## config.mk

```make
export PLATFORM = sky130hd
export DESIGN_NAME = rrsps_alu
export DESIGN_NICKNAME = d
export VERILOG_FILES = /design/src/rtl/rrsps_alu.sv
export SDC_FILE = /design/constraint.sdc
export NUM_CORES = 1
export LEC_CHECK = 0
export ABC_CLOCK_PERIOD_IN_PS = 8990
export BUFFER_PORTS_ARGS = -buffer_cell sky130_fd_sc_hd__buf_2
export CAP_MARGIN = 20
export CORE_ASPECT_RATIO = 2
export CORE_UTILIZATION = 40
export DETAILED_ROUTE_END_ITERATION = 7
export PLACE_DENSITY = 0.69
export REMOVE_ABC_BUFFERS = 1
export SLEW_MARGIN = 10
export SYNTH_ARGS = -nofsm -noshare
export SYNTH_HDL_FRONTEND = slang
export SYNTH_SLANG_ARGS = --single-unit
export TNS_END_PERCENT = 1
```

## constraint.sdc

```tcl
create_clock -name vclk -period 8.99
set_input_delay 0.899 -clock vclk [all_inputs]
set_output_delay 0.899 -clock vclk [all_outputs]
set_load 0.02 [all_outputs]
```

## src/rtl/rrsps_alu.sv

```systemverilog
// Shared 64-bit adder/subtractor used for accumulation, time debit and division.
`timescale 1ns / 1ps
module rrsps_alu (
  input  logic [63:0] a_i,
  input  logic [63:0] b_i,
  input  logic        sub_i,
  output logic [63:0] res_o,
  output logic        carry_o
);

  logic [64:0] full;

  // On subtraction the carry out is set when a is not below b.
  assign full    = {1'b0, a_i} + {1'b0, (sub_i ? ~b_i : b_i)} + {64'd0, sub_i};
  assign res_o   = full[63:0];
  assign carry_o = full[64];

endmodule

```

==> results of run 1 <==
-- final cells by class --
class | instances | area, um^2
Fill cell | 1163 | 5435
Multi-Input combinational cell | 592 | 4334
Timing Repair Buffer | 196 | 993.5
Tap cell | 140 | 175.2
Inverter | 20 | 75.07
-- power breakdown --
group | internal [W] | switching [W]
Clock | 0 | 0
Combinational | 0.000280 | 0.000464
Sequential | 0 | 0
Total | 0.000280 | 0.000464
-- kinds of logic after synthesis --
kind of cell / synth area share (%)
XOR/XNOR: 23.65
AO/OA/AOI/OAI: 33.46
adder cells (fa/ha/maj): 19.40
buffers and inverters: 4.835
multiplexers: 0.4396
AND/OR/NAND/NOR: 18.21
-- worst max-delay path, cell delays in order --
cell and delay (ns):
buf_4 0.40, buf_4 0.56, xor2_1 0.13, ha_1 0.39
a21oi_1 0.15, a21boi_0 0.24, o21ai_0 0.15, a2111oi_0 0.67
o311ai_1 0.14, a31oi_1 0.44, a31o_2 0.27, o21ai_0 0.12
xnor2_1 0.17, buf_2 0.19
-- path summary, 6_finish.rpt --
check / from / endpoint / cells after the start
worst max-delay path: sub_i / res_o[53] / 14
worst min-delay path: a_i[0] / res_o[0] / 3
-- layer usage --
layer | part of all wire [%] | GRT usage (%)
met4 | 4.3 | 9.524
met2 | 58 | 51.79
met5 | 0 | 0
met3 | 4.8 | 1.851
met1 | 33 | 21.34
-- per-stage QoR --
stage | power (W) | area [um^2] | instances | hold slack [ns] | setup slack (ns)
after floorplan | 0.0005140 | 4409 | 612 | 1.922 | 4.563
after global routing | 0.0008087 | 5578 | 948 | 2.105 | 2.801
final | 0.0007444 | 5578 | 948 | 2.098 | 3.132
after detailed placement | 0.0007379 | 5565 | 947 | 2.100 | 3.260
after global placement | 0.0007366 | 5565 | 947 | 2.096 | 3.324
after CTS | 0.0007421 | 5565 | 947 | 2.100 | 3.238
-- cells in the mapped netlist, types with 6 or more instances --
library cell	n
xor2_1	86
a21oi_1	82
ha_1	69
nand2_1	61
nor2_1	37
xnor2_1	37
o21ai_0	34
a21o_1	32
inv_1	20
nand4_1	14
o21bai_1	11
nand3_1	10
clkbuf_1	8
a31oi_1	7
and2_1	7
buf_1	6
nor3_1	6
==> results.json, run 1 <==
{
  "outcome": "complete, no violations",
  "maxCapViolCount": 0,
  "final_common_cell": "buf_2",
  "grt_first_pass_wirelength_mm": 23.71,
  "synth.largest_area_cell": "ha_1",
  "die_x_um": 77.45,
  "place_hpwl_mm": 12.79,
  "clock.fmax_ghz": 0.1707,
  "setup_viol": 0,
  "p_leak_nw": 2.801,
  "num_rows": 54,
  "rsz0062_at_grt": "no",
  "ys.warnings.count": 0,
  "slew_viol_final": 0,
  "gp_congestion": 0.9329,
  "powerDensity_mw_per_mm2": 133.5,
  "grt_util_all_layers_pct": 23.98,
  "period_share_pct": 65.16,
  "grt_max_degree": 34,
  "area_growth_pct": 22.47,
  "critPathMaxFanout": 33,
  "nets": 1009,
  "antenna_found_initial": 0,
  "die_area_mm2": 0.01184,
  "seq_cells": 0,
  "cts-resized-gates": 0,
  "synth_area_leaders": "ha_1, xor2_1, a21oi_1",
  "fin_util_pct": 50.65,
  "drc_errors": 0,
  "slew_headroom_pct": 50.73,
  "syn_avg_cell_area_um2": 7.161,
  "vias": 5361,
  "hp-class": "in2out",
  "synthesis.area_mm2": 0.004554,
  "core_mm2": 0.01101,
  "cp-end-kind": "output port",
  "pin_count": 194,
  "diodes": 0,
  "tns_ns": 0,
  "portBuffers": 194,
  "layout-drive-gt1-share_pct": 27.35,
  "routed_wl_mm": 14.64,
  "cts_setup_buffers": 0,
  "drt_iter0_markers": 180,
  "ir_drop_mv": 0.08298,
  "first_pass_iters": 5,
  "worst-setup-path-type": "in2out",
  "dieHeight_um": 152.9,
  "synth_top_area_share_pct": 18.96,
  "required_ns": 8.09,
  "clkbuf_count": 0,
  "seq_area_um2": 0,
  "cp_data_arrival_time_ns": 4.96,
  "syn_inst": 636,
  "tightest_slew_ns": 0.7205,
  "grt_pass1_vias": 5373,
  "initial_core_util_pct": 41.35,
  "wire_per_inst_um": 15.44,
  "period_minus_slack_ns": 5.858,
  "seq_area_frac_synth_pct": 0,
  "vias_per_cell": 5.655,
  "yosysUniqueCellTypes": 71,
  "holdBufCountCts": 0,
  "ant_nets": 0,
  "hold_viol": 0,
  "startpoint_type": "primary input",
  "mostFrequentLayoutCells": "buf_2, xor2_1, a21oi_1",
  "globalRoute.totalOverflow": 0
}
Note: power is estimated with default switching activity, not from simulation.
==> run 2: changes to the inputs <==
--- a/config.mk
+++ b/config.mk
@@ -5,7 +5,7 @@
 export SDC_FILE = /design/constraint.sdc
 export NUM_CORES = 1
 export LEC_CHECK = 0
-export ABC_CLOCK_PERIOD_IN_PS = 8990
+export ABC_CLOCK_PERIOD_IN_PS = 6100
 export BUFFER_PORTS_ARGS = -buffer_cell sky130_fd_sc_hd__buf_2
 export CAP_MARGIN = 20
 export CORE_ASPECT_RATIO = 2
==> constraint.sdc (replaced) <==
create_clock -name vclk -period 6.1
set_input_delay 0.61 -clock vclk [all_inputs]
set_output_delay 0.61 -clock vclk [all_outputs]
set_load 0.02 [all_outputs]
==> results.json, run 2 (synthesized netlist as in run 1, its figures left out) <==
{
  "cp_data_arrival_time_ns": 4.27,
  "ir_drop_mv": 0.1145,
  "ant_nets": 0,
  "n_fill_cell": 1197,
  "cp-end-kind": "output port",
  "seq_area_um2": 0,
  "dp.cells": 948,
  "place_hpwl_mm": 13.15,
  "initial_core_util_pct": 41.35,
  "vias_per_cell": 5.641,
  "outcome": "complete, no violations",
  "hold_viol": 0,
  "mostFrequentLayoutCells": "buf_2, xor2_1, a21oi_1",
  "required_ns": 5.49,
  "core_mm2": 0.01101,
  "portBuffers": 194,
  "worst-setup-path-type": "in2out",
  "slew_viol_final": 0,
  "vias": 5348,
  "layout-drive-gt1-share_pct": 27.48,
  "setup_viol": 0,
  "clock.fmax_ghz": 0.2049,
  "period_share_pct": 79.99,
  "cts_setup_buffers": 0,
  "dieHeight_um": 152.9,
  "final_common_cell": "buf_2",
  "tns_ns": 0,
  "die_area_mm2": 0.01184,
  "fin_util_pct": 50.60,
  "cts-resized-gates": 0,
  "drc_errors": 0,
  "globalRoute.totalOverflow": 0,
  "drt_iter0_markers": 161,
  "seq_cells": 0,
  "critPathMaxFanout": 46,
  "routed_wl_mm": 14.99,
  "stdcell_count": 948,
  "period_minus_slack_ns": 4.880,
  "slew_headroom_pct": 40.24,
  "clkbuf_count": 0,
  "num_rows": 54,
  "wire_per_inst_um": 15.81,
  "holdBufCountCts": 0,
  "die_x_um": 77.45,
  "first_pass_iters": 5,
  "hp-class": "in2out",
  "gp_congestion": 1.003,
  "grt_max_degree": 47,
  "power.total_w": 0.001101,
  "diodes": 0,
  "pin_count": 194,
  "nets": 1009,
  "tightest_slew_ns": 0.8738,
  "grt_pass1_vias": 5387,
  "p_leak_nw": 2.790,
  "maxCapViolCount": 0,
  "grt_first_pass_wirelength_mm": 23.76,
  "rsz0062_at_grt": "no",
  "powerDensity_mw_per_mm2": 197.7,
  "antenna_found_initial": 0,
  "area_growth_pct": 22.36,
  "grt_util_all_layers_pct": 24.08,
  "startpoint_type": "primary input"
}
## run 2: metrics by stage
stage                     hold WS (ns)  setup slack [ns]  instance area, um^2
after floorplan                  1.344             2.251                 4409
after global placement           1.518             1.285                 5573
after detailed placement         1.522             1.229                 5573
after CTS                        1.522             1.217                 5573
after global routing             1.532            0.8853                 5573
final                            1.519             1.220                 5573
## run 2: area by class of cell
class                      count  area [um^2]  share of cell area [%]
multi-input combinational    592         4334                   77.77
timing repair buffer         196        988.4                   17.74
tap                          140        175.2                   3.143
inverter                      20        75.07                   1.347
## run 2: worst max-delay path: stages
cell	delay, ns
buf_4	0.53
xor2_1	0.15
ha_1	0.40
a21oi_1	0.14
a21boi_0	0.19
o21ai_0	0.14
a2111oi_0	0.70
o311ai_1	0.14
a31oi_1	0.50
a31o_2	0.27
o21ai_0	0.10
xnor2_1	0.14
buf_2	0.18
## run 2: worst paths after layout
path	start	end	slack, ns	depth (start not counted)
max	sub_i	res_o[53]	1.22	13
min	a_i[0]	res_o[0]	1.52	3
## run 2: where the power goes
group          internal [W]  total, W  switching (W)
Clock                     0         0              0
Sequential                0         0              0
Combinational      0.000412   0.00110       0.000689
## run 2: routing by layer
layer	track usage [%]	vias to the layer above	share of wire (%)
met3	1.970	38	4.1
met4	7.547	0	3.4
met5	0	-	0
met2	54.11	184	60
li1	-	2669	-
met1	20.37	2457	33
