[src/rtl/rrsps_ram.sv]
// Generic single-port RAM with registered read data.
`timescale 1ns / 1ps
module rrsps_ram #(
  parameter int unsigned WIDTH = 8,
  parameter int unsigned DEPTH = 16
) (
  input  logic                                      clk_i,
  input  logic                                      we_i,
  input  logic [((DEPTH > 1) ? $clog2(DEPTH) : 1)-1:0] addr_i,
  input  logic [WIDTH-1:0]                          wdata_i,
  output logic [WIDTH-1:0]                          rdata_o
);

  logic [WIDTH-1:0] mem_q [DEPTH];

  always_ff @(posedge clk_i) begin
    if (we_i) begin
      mem_q[addr_i] <= wdata_i;
    end
    rdata_o <= mem_q[addr_i];
  end

endmodule

[config.mk]
export PLATFORM = sky130hd
export DESIGN_NAME = rrsps_ram
export DESIGN_NICKNAME = d
export VERILOG_FILES = /design/src/rtl/rrsps_ram.sv
export SDC_FILE = /design/constraint.sdc
export NUM_CORES = 1
export LEC_CHECK = 0
export ABC_CLOCK_PERIOD_IN_PS = 1800
export BUFFER_PORTS_ARGS = -buffer_cell sky130_fd_sc_hd__clkbuf_2
export CORE_MARGIN = 1
export CORE_UTILIZATION = 50
export CTS_CLUSTER_DIAMETER = 150
export DETAILED_ROUTE_END_ITERATION = 6
export GPL_ROUTABILITY_DRIVEN = 0
export GPL_TIMING_DRIVEN = 0
export PLACE_DENSITY = 0.69
export SYNTH_ARGS = -nofsm -noshare
export SYNTH_HDL_FRONTEND = slang
export SYNTH_SLANG_ARGS = --single-unit
[constraint.sdc]
create_clock -name clk_i -period 1.8 [get_ports clk_i]
set_clock_uncertainty 0.15 [all_clocks]
set_input_delay 0.18 -clock clk_i [delete_from_list [all_inputs] [get_ports clk_i]]
set_output_delay 0.18 -clock clk_i [all_outputs]
set_load 0.01 [all_outputs]
==> results of run 1 <==
==> state kept, by name, summed over array words and instances (netlist names) <==
signal / count
rdata_o: 8
mem_q: 128
==> layer usage <==
| metal | vias up | share of wire [%] |
|---|---|---|
| li1 | 1050 | - |
| met4 | 0 | 1.0 |
| met1 | 1205 | 43 |
| met5 | - | 0 |
| met2 | 90 | 49 |
| met3 | 7 | 7.0 |
==> what timing repair did <==
action,CTS,global route
gates cloned,0,0
hold buffers,7,0
endpoints found under the hold margin,73,0
gates resized for setup,1,5
endpoints found under the setup margin,16,80
==> logic make-up (layout without fill, tap and decap cells) <==
| family | count (synthesis) | in the layout | share of synthesized area, % |
|---|---|---|---|
| muxes | 32 | 32 | 14.22 |
| buffers and inverters | 11 | 69 | 1.185 |
| DFF | 136 | 136 | 79.01 |
| AOI/OAI and AO/OA | 16 | 16 | 2.370 |
| and+or+nand+nor | 35 | 35 | 3.210 |
==> cells in the final DEF (no fill, tap or decap), drive strengths merged <==
cell         netlist  layout
dfxtp              8       8
clkbuf             3      42
or3b               1       1
bufinv             0       4
a22oi             16      16
clkinvlp           0       2
edfxtp           128     128
mux4              32      32
nand2              9       9
nor2b              2       2
nor3               4       4
nand3              1       1
nor2              13      13
dlygate4sd3        0       7
nand3b             2       2
buf                8       8
nand2b             2       2
and2               1       1
clkinv             0       6
==> per-stage QoR <==
stage	util, %	std cells	setup WS, ns	TNS (ns)	instance area (µm²)
global placement	54.32	382	-0.5129	-55.15	5334
CTS	61.38	421	-0.03483	-0.5165	6027
global route	61.51	421	-0.1333	-3.064	6040
finish	61.51	421	-0.004881	-0.009688	6040
floorplan	-	230	0.03189	0	5072
detailed placement	54.32	382	-0.5681	-57.97	5334
==> worst max-delay path, cell delays in order <==
cell and delay (ns):
buf_2 0.25, buf_1 0.46, nand2b_1 0.24, nor2_1 0.65
==> area by class of cell <==
| cell class | instances | area (µm²) |
|---|---|---|
| timing repair buffer | 26 | 165.2 |
| clock inverter | 12 | 175.2 |
| fill | 685 | 3780 |
| buffer | 11 | 60.06 |
| multi-input combinational | 83 | 1023 |
| sequential | 136 | 4004 |
| tap | 133 | 166.4 |
| clock buffer | 20 | 445.4 |
==> report_power, final <==
| group | leakage [nW] | switching, mW | internal, mW |
|---|---|---|---|
| Combinational | 0.449 | 0.204 | 0.144 |
| Sequential | 1.22 | 0.0171 | 3.54 |
| Clock | 0.298 | 1.23 | 2.32 |
==> path summary, 6_finish.rpt <==
| check | slack [ns] | end | start |
|---|---|---|---|
| worst max-delay path | -0.005 | mem_q[10][7] | addr_i[1] |
| worst min-delay path | 0.01 | mem_q[6][7] | wdata_i[7] |
| worst min register to register | 0.56 | rdata_o[6] | mem_q[14][6] |
| worst max register to register | 0.24 | rdata_o[1] | mem_q[10][1] |
==> run summary, run 1 <==
The tools report the count of warnings emitted by yosys as 0. The tools report the final-report hold violation count as 0. In the global route stage, met2 resource usage came out at 29.28%.

Proportion of netlist area held by the largest area contributor: 75.85%. In the post-synthesis netlist, the biggest area contributors are edfxtp_1 (76%), mux4_2 (14%), dfxtp_1 (3.2%), a22oi_1 (2.4%), nor2_1 (0.96%). Cells with a size suffix above 1 make up 32.64% of the layout.

The tools report the total power as 7.454 mW. Summing every instance area after synthesis gives 5067 µm². VDD sags by at most 0.6108 mV. In this run, synthesis inferred 128 flip-flops with an integrated enable. In the global route stage, met1 resource usage came out at 28.00%. The detailed router finished its first iteration with 147 violations. The tools report the maximum count of clock buffers along a single path as 2. TritonCTS built the clock tree. The core region is 9819 µm².

The depth of the worst register-to-register path was 3. The tool flagged a number of max-cap violations equal to 0. The die area was 10,540 µm². The flow ran to the end, but the final reports show violations.

Across all hold checks on the routed design, the worst slack comes to 0.01264 ns. The number of primary I/O pins is 22, and the initial standard-cell utilization of the core is 51.61%. The cell sitting at the root of the clock tree is a clkbuf_8. STA classifies the critical path startpoint as a primary input. The setup path with the least slack is of type primary input to flop. The number of buffer cells added on primary ports was 19; the horizontal die dimension was 102.7 µm.

The most instantiated flip-flop cell in the synthesis netlist is edfxtp_1. The tools report the global-route met3 utilization as 6.034%. Clock tree synthesis found a total of 136 sinks.

The vias per cell was 5.587. Data on the critical path is required at its endpoint by 1.78 ns. In this run the remaining antenna-violating nets after routing total 0.

The run gives 13,640 µm as the first-pass GRT wire length. The initial antenna violation count was 0. The average wire per standard cell came out at 21.84 µm. The top fanout value on the critical path came out at 10. The worst min-delay path category is primary input to flop. The final net count is 289, and the max-slew violation count is 0. For the post-synth net total, the log shows 244.

Setup repair after global routing could not meet its margin everywhere. The number of global-route vias before repair came out at 2,301. The biggest area consumer among synthesized cells was edfxtp_1. Before antenna repair, the detailed router went through 4 iterations. The run gives 5848 µm as the HPWL after detailed placement. Static timing analysis puts the maximum clock frequency at 554.1 MHz. The data arrival time at the worst-slack endpoint is 1.78 ns.

The pin slew with the least headroom to its limit was 1.238 ns; the total routing usage reported by global routing was 19.51%. The detailed router placed 2,352 vias in this run. Relative to the synthesized area, the layout overhead comes to 19.19%.

The maximum number of pins on one net before global-route repair is 17. In the routed design, unresolved DRC markers number 0. The most common cell in the synthesized netlist is edfxtp_1.

The tools report the clock insertion delay at the later pin of the skew report as 0.51 ns. The number of flip-flops and latches in the synthesized netlist was 136. Count of cells along the worst hold path: 1.

Dividing the final minimum period by the clock period gives 100.3%. For the max-slew headroom at the worst pin, the log shows 16.82%. The final layout contains routed wiring with a total length of 9193 µm. The mean cell area of the mapped netlist came out at 22.03 µm². In this run the core area contains 36 standard-cell rows. The layer flagged by global routing as most heavily used is met2. By count the netlist is led by edfxtp_1 (128), mux4_2 (32), a22oi_1 (16).

The synthesized netlist contains 18 unique library cells. The repair_antennas step left the layout with diodes totalling 0. The remaining global-route overflow is 0. Buffers inserted during clock tree synthesis total 17. In this run the static leakage power is 1.971 nW. Setup violations remaining at the end of the flow were counted as 2. Clock-pin slew was measured on the worst setup and hold paths at 0.06 ns. The final worst-path setup slack was -0.004881 ns. For the gate count of the mapped netlist, the log shows 230. The final reports fail on negative setup slack. The die is 102.7 µm tall. Nature of the critical path endpoint: a flop. In this run the power density over the cells is 1234 nW/µm². The number of setup buffers added after CTS was 0; the time the final worst path needs with I/O delays and setup was 1.805 ns. Of the synthesized area, sequential elements account for 79.01%.

After synthesis, the share of flip-flops with an asynchronous set or reset is 0%. The tools report the number of H-tree branching levels as 4.
Note: power is estimated with default switching activity, not from simulation.
==> inputs of run 2 (changes only) <==
--- a/config.mk
+++ b/config.mk
@@ -8,12 +8,13 @@
 export ABC_CLOCK_PERIOD_IN_PS = 1800
 export BUFFER_PORTS_ARGS = -buffer_cell sky130_fd_sc_hd__clkbuf_2
 export CORE_MARGIN = 1
-export CORE_UTILIZATION = 50
+export CORE_UTILIZATION = 54
 export CTS_CLUSTER_DIAMETER = 150
 export DETAILED_ROUTE_END_ITERATION = 6
-export GPL_ROUTABILITY_DRIVEN = 0
+export GPL_ROUTABILITY_DRIVEN = 1
 export GPL_TIMING_DRIVEN = 0
-export PLACE_DENSITY = 0.69
+export PLACE_DENSITY = 0.74
+export REMOVE_ABC_BUFFERS = 1
 export SYNTH_ARGS = -nofsm -noshare
 export SYNTH_HDL_FRONTEND = slang
 export SYNTH_SLANG_ARGS = --single-unit
==> run summary, run 2 (synthesized netlist as in run 1, its figures left out) <==
The total routing usage reported by global routing is 22.10% (+2.6 points). The number of global-route vias before repair was 2,494 (+8.4%); the required time at the endpoint of the critical path was 1.79 ns (about the same). The number of setup buffers added after CTS was 0 (unchanged); the area of placed instances was 5263 µm² (-1.3%). The leakage power summed over all cells is 1.941 nW (-1.5%), and the clock buffer count from CTS is 17 (unchanged). The final net count was 283 (-2.1%).

The logs give 1.80 ns (+0.02 ns) for the data arrival time at the worst-slack endpoint and 8891 µm² (-9.5%) for the area inside the core boundary. The register with the highest flop count is mem_q. The worst min-delay path category is primary input to flop. The number of flip-flops under the largest register name is 128 (unchanged), and the post-synthesis to final-layout area growth is 17.83%. The tools report the power share of the sequential group as 48.8% (+1.1 points). The internal power contribution is 5.788 mW (-3.6%).

The run gives 350 (-8.4%) as the total instance count after detailed placement. The worst setup path is launched from a primary input. The maximum count of clock buffers along a single path is 2 (unchanged), and the final worst-path setup slack is -0.01458 ns (-0.009696 ns).

The DRC violations left was 0 (unchanged). The run finished, with violations left. The setup TNS was -0.1046 ns (-0.09494 ns); the clock-pin transition on the worst setup and hold timing paths was 0.06 ns (about the same). The tools report the first-pass iteration count of the detailed router as 4 (unchanged).

The site row count is 34 (-5.6%), and the number of failing setup endpoints in the final timing report is 8 (+6). The worst setup path is captured at a flop. The die area was 9775 µm² (-7.3%).

Total of max-cap violations: 0 (unchanged). The logs give 35.18% (+18 points) for the max-slew headroom at the worst pin and 67.15% (+5.6 points) for the final core area utilization. The net switching power is 1.502 mW (+3.6%). The tools report the cell area after layout as 5971 µm² (-1.1%).

The time the final worst path needs with I/O delays and setup is 1.815 ns (+0.009696 ns). The final-report hold violation count is 0 (unchanged), and the remaining global-route overflow is 0 (unchanged). Setup repair after global routing could not meet its margin everywhere.

The share of total power in combinational logic was 4.6% (about the same); the number of buffer cells added on primary ports was 21 (+2). The proportion of power drawn by the clock network was 46.6% (-1.0 points); the pin slew with the least headroom to its limit was 0.9687 ns (-0.2694 ns). The switching part of the total was 20.61% (+1.2 points).

The number of H-tree branching levels was 4 (unchanged). The library cell used most frequently in the layout, excluding fill and tap cells, is edfxtp_1. The top fanout value on the critical path is 39 (+29), and the vias per cell is 6.064 (+8.5%). The post-route clock period utilization is 100.8% (+0.54 points). The maximum number of pins on one net before global-route repair was 40 (+23). The total wire length is 9650 µm (+5.0%), and the HPWL after detailed placement is 5352 µm (-8.5%). The checks that failed: negative setup slack. Count of cells along the worst hold path: 4 (+3). The tools report the clock tree root driver cell as clkbuf_8.

The largest registers in the layout are mem_q x128, rdata_o x8. The die height was 98.87 µm (-3.7%); the final instance count without filler cells was 390 (-7.4%). Fraction of final layout cells with drive strength greater than 1: 34.40% (+1.8 points).

Number of primary I/O pins: 22 (unchanged). The max-slew violation count came out at 0 (unchanged). The tools report the first-pass GRT wire length as 14,680 µm (+7.6%). For the count of nets left with antenna violations after detail routing, the log shows 0 (unchanged). The congestion estimate from routability-driven global placement came to 0.7118. The final-layout worst hold slack was 0.1952 ns (+0.1826 ns); the horizontal die dimension was 98.87 µm (-3.7%). The run gives 136 (unchanged) as the number of sinks driven by the clock tree. The average wire per standard cell was 24.74 µm (+13%).

The starting DRC count in detailed routing is 163 (+11%), and the timing-limited maximum frequency is 551.1 MHz (-0.53%). The clock insertion delay at the later pin of the skew report is 0.51 ns (about the same). The run gives 0 (unchanged) as the diode insertion count for antenna repair. The path type of the worst setup path was primary input to flop. In the layout the commonest cells are edfxtp_1 (128), mux4_2 (32), clkbuf_2 (19), a22oi_1 (16), clkbuf_16 (16). The highest ir drop seen on vdd is 0.6995 mV (+15%).

TritonCTS built the clock tree. Depth of the worst register-to-register path: 3 (unchanged). The run gives 2,365 (+0.55%) as the routed via count.

The tools report the initial antenna violation count as 0 (unchanged). The initial standard-cell utilization of the core was 56.99% (+5.4 points); the power density of the placed cells was 1221 nW/µm² (-1.1%).
==> run 2: cell types whose count changed in the layout (fill, tap and decap cells not counted), sizes merged <==
| cell | before | now |
|---|---|---|
| buf | 8 | 3 |
| clkbuf | 42 | 37 |
| clkinvlp | 2 | 4 |
| inv | 0 | 2 |
| bufinv | 4 | 3 |
| dlygate4sd3 | 7 | 8 |
==> run 2: power groups by stage <==
| stage | clock (mW) | sequential [mW] | combinational [mW] |
|---|---|---|---|
| finish | 3.39 | 3.56 | 0.337 |
| global route | 3.55 | 3.57 | 0.363 |
| CTS | 3.42 | 3.56 | 0.340 |
| detailed placement | 0 | 3.63 | 0.318 |
| global placement | 0 | 3.62 | 0.309 |
| floorplan | 0 | 3.63 | 0.146 |
==> run 2: worst paths after layout <==
check / from / endpoint / slack (ns)
worst max-delay path: addr_i[1] / mem_q[2][5] / -0.01
worst min-delay path: addr_i[2] / rdata_o[4] / 0.20
worst max register to register: mem_q[0][1] / rdata_o[1] / 0.23
worst min register to register: mem_q[15][4] / rdata_o[4] / 0.51
==> run 2: worst max-delay path, stage by stage <==
cell and delay (ns):
clkbuf_4 0.48, nand2b_1 0.30, nor2_1 0.81
==> run 2: per-layer routing <==
| layer | vias up | track usage [%] | share of wire [%] |
|---|---|---|---|
| li1 | 1039 | - | - |
| met1 | 1220 | 28.48 | 41 |
| met4 | 0 | 10.79 | 1.8 |
| met3 | 15 | 5.816 | 6.6 |
| met5 | - | 0 | 0 |
| met2 | 91 | 35.34 | 51 |
==> run 2: per-stage QoR <==
stage	total power, mW	worst slack [ns]
3_5_place_dp	3.944	-1.175
3_3_place_gp	3.931	-1.200
6_report	7.291	-0.01458
5_1_grt	7.479	-0.1437
2_1_floorplan	3.778	-0.02287
4_1_cts	7.318	-0.1176
==> run 2: repair_timing <==
item                                    in CTS  in global routing
endpoints found under the hold margin      128                  0
pin swaps                                    1                  0
endpoints found under the setup margin     136                 71
hold buffers                                 8                  0
resized for setup                           13                  1
==> run 2: cell type report <==
cell class | instances | area, µm²
multi-input cells | 83 | 1036
repair buffers | 31 | 205.2
flip-flops and latches | 136 | 4004
clock inverters | 15 | 176.4
clock buffers | 17 | 414.1
well taps | 108 | 135.1
fillers | 548 | 2920
==> inputs of run 3 (changes only) <==
--- a/config.mk
+++ b/config.mk
@@ -5,15 +5,15 @@
 export SDC_FILE = /design/constraint.sdc
 export NUM_CORES = 1
 export LEC_CHECK = 0
-export ABC_CLOCK_PERIOD_IN_PS = 1800
+export ABC_CLOCK_PERIOD_IN_PS = 1700
 export BUFFER_PORTS_ARGS = -buffer_cell sky130_fd_sc_hd__clkbuf_2
 export CORE_MARGIN = 1
-export CORE_UTILIZATION = 54
+export CORE_UTILIZATION = 55
 export CTS_CLUSTER_DIAMETER = 150
 export DETAILED_ROUTE_END_ITERATION = 6
 export GPL_ROUTABILITY_DRIVEN = 1
 export GPL_TIMING_DRIVEN = 0
-export PLACE_DENSITY = 0.74
+export PLACE_DENSITY = 0.72
 export REMOVE_ABC_BUFFERS = 1
 export SYNTH_ARGS = -nofsm -noshare
 export SYNTH_HDL_FRONTEND = slang
==> constraint.sdc (replaced) <==
create_clock -name clk_i -period 1.7 [get_ports clk_i]
set_clock_uncertainty 0.15 [all_clocks]
set_input_delay 0.17 -clock clk_i [delete_from_list [all_inputs] [get_ports clk_i]]
set_output_delay 0.17 -clock clk_i [all_outputs]
set_load 0.01 [all_outputs]
==> run summary, run 3 (synthesized netlist as in run 1, its figures left out) <==
The highest cell delay on the worst timing path was 0.55 ns (-0.26 ns); the number of failing setup endpoints in the final timing report was 0 (-8). The tools report the area inside the core boundary as 8806 µm² (-0.96%). The total wire length is 9532 µm (-1.2%), and the leakage power summed over all cells is 1.983 nW (+2.2%). For the area of all sequential standard cells, the log shows 4004 µm² (unchanged).

In this run the worst hold path is classified as primary input to flop. The pin slew with the least headroom to its limit works out to 0.8389 ns (-0.1298 ns). The count of nets left with antenna violations after detail routing is 0 (unchanged), and the number of H-tree branching levels is 4 (unchanged). The average wire per standard cell is 24.25 µm (-2.0%). The logs give 542 (-1.1%) for the number of fillers in the final layout and 43.77% (+8.6 points) for the max-slew headroom at the worst pin.

After layout, the worst path uses 91.47% of the clock period. The tools report the kind of launch point of the worst setup path as a primary input. Vias per cell: 6.127 (+1.0%). The tools report the initial standard-cell utilization of the core as 57.54% (+0.55 points).

The site row count is 34 (unchanged), and the final-report hold violation count is 0 (unchanged). The run finished, with violations left. The diode insertion count for antenna repair came out at 0 (unchanged). The weighted congestion reported at the end of routability-driven placement was 0.7122 (about the same). The maximum count of clock buffers along a single path was 2 (unchanged); the maximum number of pins on one net before global-route repair was 40 (unchanged).

The buffering stage count on the worst path with inverters included is 1 (unchanged). The most common cell after layout, fill and taps aside is edfxtp_1. The largest registers in the layout are mem_q x128, rdata_o x8. The logs give 136 (unchanged) for the number of sinks driven by the clock tree and -1.263 ns (-0.08772 ns) for the worst slack after detailed placement.

The number of primary I/O pins is 22 (unchanged), and the number of global-route vias before repair is 2,526 (+1.3%). The die area is 9601 µm² (-1.8%). The post-synthesis to final-layout area growth came out at 19.28%.

Nature of the critical path endpoint: a flop. Ranked by flip-flop count, first place goes to mem_q. The highest-delay cell along the critical path is nor2_2. The root buffer cell chosen for the clock tree is clkbuf_8. The die height was 97.99 µm (-0.90%); the data arrival time at the worst-slack endpoint was 1.55 ns (-0.25 ns). The clock insertion delay at the later pin of the skew report was 0.51 ns (about the same); the number of buffer cells added on primary ports was 21 (unchanged).

The number of flip-flops under the largest register name is 128 (unchanged), and the top fanout value on the critical path is 39 (unchanged). The DRC violations left is 3 (+3). The logs give 7 (+3) for the first-pass iteration count of the detailed router and 286 (+1.1%) for the final net count. Derived from the worst setup path, the maximum achievable clock frequency is 643.1 MHz. The horizontal die dimension is 97.99 µm (-0.90%). The total of max-cap violations came out at 0 (unchanged).

The tools report the area of combinational cells with multiple inputs as 1039 µm² (+0.24%). The logs give 0.1449 ns (+0.1595 ns) for the final worst-path setup slack and 0.7057 mV (+0.88%) for the highest ir drop seen on vdd. For the routed via count, the log shows 2,408 (+1.8%). TritonCTS built the clock tree. The final reports fail on design-rule violations.

Traced cell by cell, the critical path runs through clkbuf_4, nand2_1, nor2_2. The fraction of final layout cells with drive strength greater than 1 is 35.44% (+1.0 points). The clock-pin transition on the worst setup and hold timing paths is 0.06 ns (about the same), and the clock buffer count from CTS is 17 (unchanged). The time the final worst path needs with I/O delays and setup is 1.555 ns. The logs give 68.64% (+1.5 points) for the final core area utilization and 5376 µm (+0.44%) for the HPWL after detailed placement. In the layout the commonest cells are edfxtp_1 (128), mux4_2 (32), clkbuf_2 (19), a22oi_1 (16), clkbuf_16 (16). The required time at the endpoint of the critical path was 1.70 ns (-0.09 ns). The kind of cell with the highest combined delay on the critical path is simple AND/OR/NAND/NOR gates. For the remaining global-route overflow, the log shows 0 (unchanged). The max-slew violation count is 0 (unchanged), and the starting DRC count in detailed routing is 194 (+19%).

The worst setup path is of the primary input to flop kind. The power density of the placed cells works out to 1327 nW/µm² (+8.7%). Total routing usage reported by global routing: 21.77% (-0.32 points).

The first-pass GRT wire length is 14,590 µm (-0.66%), and the initial antenna violation count is 0 (unchanged). Setup repair after global routing left no endpoint under its margin.
## run 3: changes by cell type in the layout (fill, tap and decap cells not counted), moves of 2 or more
| cell | previous run | this run |
|---|---|---|
| buf_4 | 3 | 5 |
| bufinv_16 | 3 | 5 |
| clkbuf_1 | 0 | 3 |
| clkinv_1 | 2 | 0 |
| clkinvlp_4 | 4 | 2 |
| inv_6 | 2 | 0 |
| nor2_1 | 4 | 1 |
| nor2_2 | 9 | 12 |
## run 3: cell type report
cell class	instances	share of cell area, %
Clock buffer	21	7.266
Multi-Input combinational cell	83	17.18
Sequential cell	136	66.24
Clock inverter	11	3.250
Timing Repair Buffer	34	3.829
Tap cell	108	2.236
## run 3: timing repair
action / 4_1_cts / 5_1_grt
pin swaps: 2 / 0
endpoints found under the hold margin: 128 / 0
buffers inserted: 4 / 0
hold buffers: 8 / 0
gates resized for setup: 8 / 8
setup endpoints to repair: 136 / 70
## run 3: routing by layer
| metal | wire (µm) | vias up | track usage, % | share of wire (%) |
|---|---|---|---|---|
| li1 | - | 1050 | - | - |
| met1 | 3986 | 1259 | 29.46 | 42 |
| met2 | 4776 | 90 | 35.27 | 50 |
| met3 | 646 | 9 | 5.225 | 6.8 |
| met4 | 123 | 0 | 7.343 | 1.3 |
| met5 | 0 | - | 0 | 0 |
## run 3: stage by stage
step	std cells	power [mW]	setup TNS, ns	hold WS (ns)	area, µm²
after floorplan	219	4.000	-0.9030	0.1189	5007
after global placement	348	4.164	-150.40	0.4072	5248
after detailed placement	349	4.177	-150.51	0.4071	5260
after CTS	393	8.055	-7.634	0.1279	6026
after global routing	393	8.236	0	0.2090	6045
final	393	8.022	0	0.1992	6045
## run 3: where the power goes
part	switching (mW)	internal (mW)
sequential	0.0189	3.75
clock	1.32	2.57
combinational	0.210	0.149
total	1.55	6.47
## run 3: worst paths after layout
path | from | endpoint | slack [ns] | cells after the start
worst max-delay path | addr_i[1] | mem_q[15][4] | 0.14 | 3
worst min-delay path | we_i | mem_q[6][7] | 0.20 | 3
worst max register to register | mem_q[2][7] | rdata_o[7] | 0.16 | 3
worst min register to register | mem_q[15][7] | rdata_o[7] | 0.52 | 3
## run 3: tightest hold or removal path: cells and delay by family
| kind | cells | cell delay (ns) |
|---|---|---|
| AND/OR/NAND/NOR | 2 | 0.37 |
| buffers and inverters | 1 | 0.12 |
